[src/rtl/lfr_pkg.sv]
// Shared types, sizes and language tables for the letter frequency ranker.
// Used by the histogram, the sorting cells and the top level.
// No dependencies.
package lfr_pkg;

  localparam int ALPHABET   = 26;
  localparam int COUNT_BITS = 16;
  localparam int LETTER_W   = 5;
  localparam int IDX_W      = $clog2(ALPHABET);
  localparam int TABLE_LEN  = 26;
  localparam int PADDR_W    = 3;

  // Register byte addresses, decoded on the word index bits.
  localparam logic REG_LANGUAGE = 1'b0;

  // One histogram entry travelling through the sorting chain.
  typedef struct packed {
    logic                  vld;
    logic [COUNT_BITS-1:0] cnt;
    logic [LETTER_W-1:0]   ltr;
  } lfr_item_t;

  typedef enum logic [3:0] {
    S_COUNT  = 4'b0001,
    S_DUMP   = 4'b0010,
    S_SETTLE = 4'b0100,
    S_EMIT   = 4'b1000
  } lfr_state_t;

  localparam logic [LETTER_W-1:0] EN_TABLE [TABLE_LEN] = '{
    5'd4, 5'd19, 5'd0, 5'd14, 5'd8, 5'd13, 5'd18, 5'd7, 5'd17, 5'd3, 5'd11, 5'd2, 5'd20,
    5'd12, 5'd22, 5'd5, 5'd6, 5'd24, 5'd15, 5'd1, 5'd21, 5'd10, 5'd9, 5'd23, 5'd16, 5'd25
  };
  localparam logic [LETTER_W-1:0] PT_TABLE [TABLE_LEN] = '{
    5'd0, 5'd4, 5'd14, 5'd18, 5'd17, 5'd8, 5'd13, 5'd3, 5'd12, 5'd20, 5'd19, 5'd2, 5'd11,
    5'd15, 5'd21, 5'd6, 5'd7, 5'd16, 5'd1, 5'd5, 5'd25, 5'd9, 5'd23, 5'd10, 5'd24, 5'd22
  };

  // Reference-language letter at a given rank; ranks past the table give 0.
  function automatic logic [LETTER_W-1:0] guess_of(input logic lang,
                                                   input logic [LETTER_W-1:0] r);
    logic [LETTER_W-1:0] g;
    g = '0;
    if (int'(r) < TABLE_LEN) begin
      g = lang ? PT_TABLE[r] : EN_TABLE[r];
    end
    return g;
  endfunction

  // Ordering of the ranking: larger count first, then higher letter first.
  function automatic logic ranks_above(input lfr_item_t a, input lfr_item_t b);
    return (a.cnt > b.cnt) || ((a.cnt == b.cnt) && (a.ltr > b.ltr));
  endfunction

endpackage

[src/rtl/lfr_hist.sv]
// Letter histogram: one saturating counter per letter.
// During unload the counters shift toward entry 0, filling zeros behind.
// Depends on lfr_pkg.
module lfr_hist (
  input  logic                          clk,
  input  logic                          rst,
  input  logic                          inc_en,
  input  logic [lfr_pkg::LETTER_W-1:0]  inc_letter,
  input  logic                          shift_en,
  output logic [lfr_pkg::COUNT_BITS-1:0] head_cnt
);
  import lfr_pkg::*;

  logic [COUNT_BITS-1:0] cnt [ALPHABET];

  for (genvar j = 0; j < ALPHABET; j++) begin : g_ctr
    logic [COUNT_BITS-1:0] from_right;

    if (j == ALPHABET - 1) begin : g_tail
      assign from_right = '0;
    end else begin : g_body
      assign from_right = cnt[j+1];
    end

    always_ff @(posedge clk) begin
      if (rst) begin
        cnt[j] <= '0;
      end else if (shift_en) begin
        cnt[j] <= from_right;
      end else if (inc_en && (inc_letter == LETTER_W'(j)) && (cnt[j] != '1)) begin
        cnt[j] <= cnt[j] + COUNT_BITS'(1);
      end
    end
  end

  assign head_cnt = cnt[0];

endmodule

[src/rtl/lfr_sort_cell.sv]
// One cell of the insertion-sort chain: keeps the better of its held entry
// and the arriving one, passes the other right; shifts left while unloading.
// Depends on lfr_pkg.
module lfr_sort_cell (
  input  logic               clk,
  input  logic               rst,
  input  lfr_pkg::lfr_item_t ins_in,
  input  logic               shift_en,
  input  lfr_pkg::lfr_item_t shift_in,
  output lfr_pkg::lfr_item_t held,
  output lfr_pkg::lfr_item_t pass_out
);
  import lfr_pkg::*;

  always_ff @(posedge clk) begin
    if (rst) begin
      held     <= '0;
      pass_out <= '0;
    end else if (shift_en) begin
      held         <= shift_in;
      pass_out.vld <= 1'b0;
    end else if (ins_in.vld) begin
      if (!held.vld) begin
        held         <= ins_in;
        pass_out.vld <= 1'b0;
      end else if (ranks_above(ins_in, held)) begin
        held     <= ins_in;
        pass_out <= held;
      end else begin
        pass_out <= ins_in;
      end
    end else begin
      pass_out.vld <= 1'b0;
    end
  end

endmodule

[src/rtl/letter_frequency_ranker_unit.sv]
// Letter frequency ranker: histogram, insertion-sort cell chain and control.
// Depends on lfr_pkg, lfr_hist and lfr_sort_cell.
//
// Usage: letters arrive on the input channel (letter, last) with in_valid /
// in_ready, one request per cycle while counting. Letters above z are ignored
// but a last flag on them still starts the ranking. After the request with
// last set, in_ready stays low until the whole ranking has been taken.
// Ranking: the histogram is unloaded into a chain of 26 sort cells, one
// letter a cycle, then the chain settles in the settle state before the
// first result is shown.
// Results follow one per cycle, most frequent first, while out_ready is high;
// a stall simply holds the head result and the chain. The counters and the
// total are clear again when the final result (last_of_run) is taken.
// The language register (APB, address 0, bit 0) selects the guess table:
// 0 English, 1 Portuguese. Reset clears the histogram, the total, the chain
// and the register, and leaves the block ready for letters.
module letter_frequency_ranker_unit (
  input  logic                              clk,
  input  logic                              rst,
  input  logic                              in_valid,
  output logic                              in_ready,
  input  logic [lfr_pkg::LETTER_W-1:0]      letter,
  input  logic                              last,
  output logic                              out_valid,
  input  logic                              out_ready,
  output logic [lfr_pkg::LETTER_W-1:0]      rank,
  output logic [lfr_pkg::LETTER_W-1:0]      ranked_letter,
  output logic [lfr_pkg::COUNT_BITS-1:0]    count,
  output logic [lfr_pkg::COUNT_BITS-1:0]    total,
  output logic [lfr_pkg::LETTER_W-1:0]      guess_letter,
  output logic                              last_of_run,
  input  logic                              psel,
  input  logic                              penable,
  input  logic                              pwrite,
  input  logic [lfr_pkg::PADDR_W-1:0]       paddr,
  input  logic [31:0]                       pwdata,
  output logic [31:0]                       prdata,
  output logic                              pready
);
  import lfr_pkg::*;

  lfr_state_t            state, state_next;
  logic [IDX_W-1:0]      step;
  logic [COUNT_BITS-1:0] letter_total;
  logic                  language;

  logic                  in_fire, out_fire, in_range, step_end;
  logic [COUNT_BITS-1:0] hist_head;
  lfr_item_t             dump_item;
  lfr_item_t             held [ALPHABET];
  lfr_item_t             pass [ALPHABET+1];
  lfr_item_t             from_right [ALPHABET];

  // Configuration port.
  assign pready = 1'b1;

  always_ff @(posedge clk) begin
    if (rst) begin
      language <= 1'b0;
    end else if (psel && penable && pwrite && (paddr[PADDR_W-1] == REG_LANGUAGE)) begin
      language <= pwdata[0];
    end
  end

  assign prdata = (paddr[PADDR_W-1] == REG_LANGUAGE) ? {31'b0, language} : 32'b0;

  // Control.
  assign in_ready  = (state == S_COUNT);
  assign out_valid = (state == S_EMIT);
  assign in_fire   = in_valid && in_ready;
  assign out_fire  = out_valid && out_ready;
  assign in_range  = ({1'b0, letter} < (LETTER_W+1)'(ALPHABET));
  assign step_end  = (step == IDX_W'(ALPHABET - 1));

  always_comb begin
    state_next = state;
    unique case (state)
      S_COUNT:  if (in_fire && last) state_next = S_DUMP;
      S_DUMP:   if (step_end) state_next = S_SETTLE;
      S_SETTLE: if (step_end) state_next = S_EMIT;
      S_EMIT:   if (out_fire && step_end) state_next = S_COUNT;
      default:  state_next = S_COUNT;
    endcase
  end

  always_ff @(posedge clk) begin
    if (rst) begin
      state <= S_COUNT;
      step  <= '0;
    end else begin
      state <= state_next;
      if ((state == S_DUMP) || (state == S_SETTLE) || out_fire) begin
        step <= step_end ? '0 : step + IDX_W'(1);
      end
    end
  end

  always_ff @(posedge clk) begin
    if (rst) begin
      letter_total <= '0;
    end else if (out_fire && step_end) begin
      letter_total <= '0;
    end else if (in_fire && in_range && (letter_total != '1)) begin
      letter_total <= letter_total + COUNT_BITS'(1);
    end
  end

  // Histogram, unloaded one letter per cycle into the sort chain.
  lfr_hist u_hist (
    .clk        (clk),
    .rst        (rst),
    .inc_en     (in_fire),
    .inc_letter (letter),
    .shift_en   (state == S_DUMP),
    .head_cnt   (hist_head)
  );

  assign dump_item.vld = (state == S_DUMP);
  assign dump_item.cnt = hist_head;
  assign dump_item.ltr = LETTER_W'(step);
  assign pass[0]       = dump_item;

  for (genvar i = 0; i < ALPHABET; i++) begin : g_cell
    if (i == ALPHABET - 1) begin : g_tail
      assign from_right[i] = '0;
    end else begin : g_body
      assign from_right[i] = held[i+1];
    end

    lfr_sort_cell u_cell (
      .clk      (clk),
      .rst      (rst),
      .ins_in   (pass[i]),
      .shift_en (out_fire),
      .shift_in (from_right[i]),
      .held     (held[i]),
      .pass_out (pass[i+1])
    );
  end

  // Ranked letter and count come straight from the head cell; rank and guess follow the step counter.
  assign rank          = LETTER_W'(step);
  assign ranked_letter = held[0].ltr;
  assign count         = held[0].cnt;
  assign total         = letter_total;
  assign guess_letter  = guess_of(language, LETTER_W'(step));
  assign last_of_run   = step_end;

`ifndef SYNTHESIS
  // The chain head must be empty whenever new letters are taken.
  a_chain_empty_when_counting: assert property (@(posedge clk) disable iff (rst)
    in_ready |-> !held[0].vld)
    else $error("sort chain not empty while counting");

  // Every letter reaches the chain: the head stays filled through the whole emission.
  a_head_filled_in_emit: assert property (@(posedge clk) disable iff (rst)
    out_valid |-> held[0].vld)
    else $error("sort chain head empty during emission");

  // No entry may leave the end of the chain once results are shown.
  a_chain_settled: assert property (@(posedge clk) disable iff (rst)
    out_valid |-> !pass[ALPHABET].vld)
    else $error("entry fell off the end of the sort chain");

  // Taking the final result returns the block to counting with a clear total.
  a_run_ends: assert property (@(posedge clk) disable iff (rst)
    out_fire && last_of_run |=> in_ready && (total == '0))
    else $error("run did not end cleanly");

  // A last letter stops intake until its ranking is delivered.
  a_last_blocks_input: assert property (@(posedge clk) disable iff (rst)
    in_fire && last |=> !in_ready && !out_valid)
    else $error("input not blocked after last letter");
`endif

endmodule
[config.mk]
export PLATFORM = sky130hd
export DESIGN_NAME = letter_frequency_ranker_unit
export DESIGN_NICKNAME = d
export VERILOG_FILES = /design/src/rtl/lfr_pkg.sv /design/src/rtl/lfr_hist.sv /design/src/rtl/lfr_sort_cell.sv /design/src/rtl/letter_frequency_ranker_unit.sv
export SDC_FILE = /design/constraint.sdc
export NUM_CORES = 2
export LEC_CHECK = 0
export BUFFER_PORTS_ARGS = -buffer_cell sky130_fd_sc_hd__buf_2
export CORE_MARGIN = 8
export CORE_UTILIZATION = 35
export CTS_CLUSTER_DIAMETER = 80
export DETAILED_ROUTE_END_ITERATION = 10
export MAX_ROUTING_LAYER = met4
export PLACE_DENSITY = 0.56
export SLEW_MARGIN = 10
export SYNTH_ARGS = -nofsm -noshare
export SYNTH_HDL_FRONTEND = slang
export SYNTH_SLANG_ARGS = --single-unit
[constraint.sdc]
create_clock -name clk -period 2.7 [get_ports clk]
set_input_delay 0 -clock clk [delete_from_list [all_inputs] [get_ports clk]]
set_output_delay 0 -clock clk [all_outputs]
set_load 0.02 [all_outputs]
==> results by group <==
Run status
  • Outcome: finished, final reports clean

CTS
  • Clock sinks: about 1600
  • Root buffer cell: clkbuf_16
  • Total number of H-tree levels: 4
  • CTS tree: built
  • Clock latency at the later pin of the worst-skew pair: roughly 800 ps
  • Clk buf depth: 3
  • Clk pin slew, worst setup/hold paths: approximately 60 ps
  • CTS buffer count: 178

Timing
  • Period utilisation layout: 99.5%
  • Min cycle time layout: 2690 ps
  • RSZ-0062 raised after global routing: true
  • Endpoints failing setup: 0
  • Final worst setup slack: roughly 12 ps
  • Total negative slack: 0 ps
  • Clock skew: ~29 ps
  • Slew @ Worst Pin: a little over 900 ps
  • Worst slew margin: slightly below 40%
  • Final Slew Violations: 0
  • Fmax: 0.372 GHz
  • Hold Fails Final Rpt: 0

Logic synthesis
  • Library cells used by synthesis: 82
  • Post-synth top cells: nand2_1 (1603), o21ai_0 (1233), dfxtp_1 (1148)
  • Top cell type's share of synthesized area: about a quarter
  • EDFF count, synth: ~420
  • Synth area leaders: dfxtp_1 (26%), edfxtp_1 (14%), ha_1 (8.1%), o21ai_0 (6.9%), nand2_1 (6.8%)
  • Asr flop ratio synth: 0%
  • Sequential area share after synthesis: between 30 and 40%
  • Count leader, synth: nand2_1
  • Synth Cell Area: slightly below 90000 sq um
  • Cell taking the most area after synthesis: dfxtp_1
  • Yosys reg bits: 1564
  • Cells after Synth: slightly above 10000
  • Warnings, synthesis: 0
  • Syn_area_per_cell: between 8 and 9 sq um
  • Main flop type after synthesis: dfxtp_1

Global routing
  • Global-route wire length before repair: around 420000 microns
  • Largest net degree at the start of global routing: between 100 and 150
  • Number of global-route vias before repair: just under 80000
  • Gr usage total: 19.2%
  • Initial antenna violation count: 6
  • Global route overflow: 0

Detailed routing
  • DRC errors left: 0
  • DR WL/cell: ~19 microns
  • Via density per instance: about 5.5
  • Vias: ~79000
  • Antenna viol nets, final: 0
  • Drt pass-1 iters: 10
  • Detailed Route Iter0 Violations: around 6300
  • Routed wire length: ~270000 microns

Setup path
  • Slowest cell on crit path: or4_4
  • Req. time, crit path: about 3400 ps
  • Crit path DAT: ~3400 ps
  • CP endpoint kind: flip-flop
  • CP peak stage delay: approximately 550 ps
  • CP Cell Sequence: ha_1 > nand2_1 > or4_4 > o31a_1 > a22oi_4 > a211o_4 > clkbuf_16 > nor2_1 > a311oi_1
  • Crit Path Class: flip-flop to flip-flop
  • Worst-path fanout max: 6
  • Startpoint Class: flip-flop

Layout
  • Share of layout cells above drive strength 1: between 10% and 20%
  • # fillers: approximately 25000
  • Final core utilization: 42.0%
  • Final net count: 11400
  • Area Overhead vs Synth: 19.6%

Placed design
  • Setup WS pre-CTS: -221 ps
  • Routability cong.: a little under 0.9
  • Post-DP HPWL: roughly 190000 microns
  • I/O Buffers: 65

Flow run
  • Max Cap Violations: 0

Die
  • Die extent in y: approximately 520 microns
  • Io pins: 131
  • Core Region: around 250000 sq um
  • DIE AREA: approximately 270000 sq um
  • Die W: ~520 microns
  • Row count: 185
  • Initial core utilization: about a third

Min path
  • Hold Path Class: primary input to flip-flop

Pwr
  • Max VDD drop: 695 uV
  • LEAKAGE: 37.7 nW
  • PD cells: between 400 and 500 nW/um^2
-- cells in the final DEF, fill, tap and decap left out, types with 335 or more instances in the layout --
cell type	count
nand2_1	1592
o21ai_0	1214
dfxtp_1	1110
buf_4	701
inv_1	645
ha_1	558
nor2_1	498
mux2i_1	434
edfxtp_1	416
a21oi_1	335
-- flip-flops by register name, summed over array words and instances (netlist names) --
register,cells
g_cell.u_cell.held,572
g_cell.u_cell.pass_out,550
language,1
rank,5
state,4
total,16
u_hist.cnt,416
-- through the flow --
step	total power, W	instances	hold slack, ps	cell area [sq um]
after floorplan	0.0261	10400	74.9	89100
after detailed placement	0.0267	13900	270	97800
final	0.0515	14300	203	106000
after global routing	0.0532	14300	193	106000
after CTS	0.0521	14200	129	104000
after global placement	0.0266	13900	260	97800
-- cells by family (layout without fill, tap and decap cells) --
family          Yosys count  after routing  synth area share (%)
compound gates         2675           2675                  19.1
xor+xnor                365            365                  3.59
fa+ha+maj               577            577                  8.11
buf+inv                1373           1883                  6.13
flops                  1564           1564                  39.9
mux                     541            541                  6.25
other cells               2             37               0.00844
simple gates           3266           3266                  17.0
-- timing repair --
action | CTS | global route
hold endpoints to repair | 261 | 0
pin swaps | 15 | 72
hold buffers | 13 | 0
gates cloned | 1 | 18
buffers inserted | 11 | 19
resized for setup | 77 | 311
endpoints found under the setup margin | 100 | 807
-- worst max-delay path, delay by kind of cell (launching register included) --
family,cells,cell delay [ps]
fa+ha+maj,1,320
buf+inv,1,170
simple gates,3,670
flops,1,370
compound gates,4,1040
-- final cells by class --
class                   count  area (sq um)  area share, %
diodes                      5          12.5         0.0118
clock buffers             262          5290           4.97
clock inverters            59           733          0.689
inverters                 653          2460           2.31
multi-input cells        7456         50000           47.0
flip-flops and latches   1564         35500           33.4
well taps                3366          4210           3.96
repair buffers            909          8150           7.66
-- worst paths after layout --
check        cells past startpoint                                         from                                         end  slack [ps]
max reg2reg                      9  g_cell[15].u_cell.pass_out[10]$_SDFFE_PP0P_      g_cell[16].u_cell.held[1]$_SDFFE_PP0P_          10
max                              9  g_cell[15].u_cell.pass_out[10]$_SDFFE_PP0P_      g_cell[16].u_cell.held[1]$_SDFFE_PP0P_          10
min                              4                                     in_valid                       state[0]$_SDFFE_PP1P_         200
min reg2reg                      2   g_cell[16].u_cell.pass_out[5]$_SDFFE_PP0P_  g_cell[16].u_cell.pass_out[5]$_SDFFE_PP0P_         470
-- report_power, final --
| group | internal (W) | leakage (nW) | switching, W | total (W) |
|---|---|---|---|---|
| clock network | 0.0149 | 2.98 | 0.0104 | 0.0253 |
| logic | 0.000516 | 21.2 | 0.00101 | 0.00153 |
| registers | 0.0243 | 13.6 | 0.000363 | 0.0247 |
-- layer usage --
metal  up-vias  track usage [%]  wire length, microns
li1      38100                -                     -
met1     38300             24.3                119000
met2      1740             32.1                129000
met3       483             2.48                 11700
met4         0             5.38                  7130
met5         -                -                     0
Power figures use the tool's default switching activity.
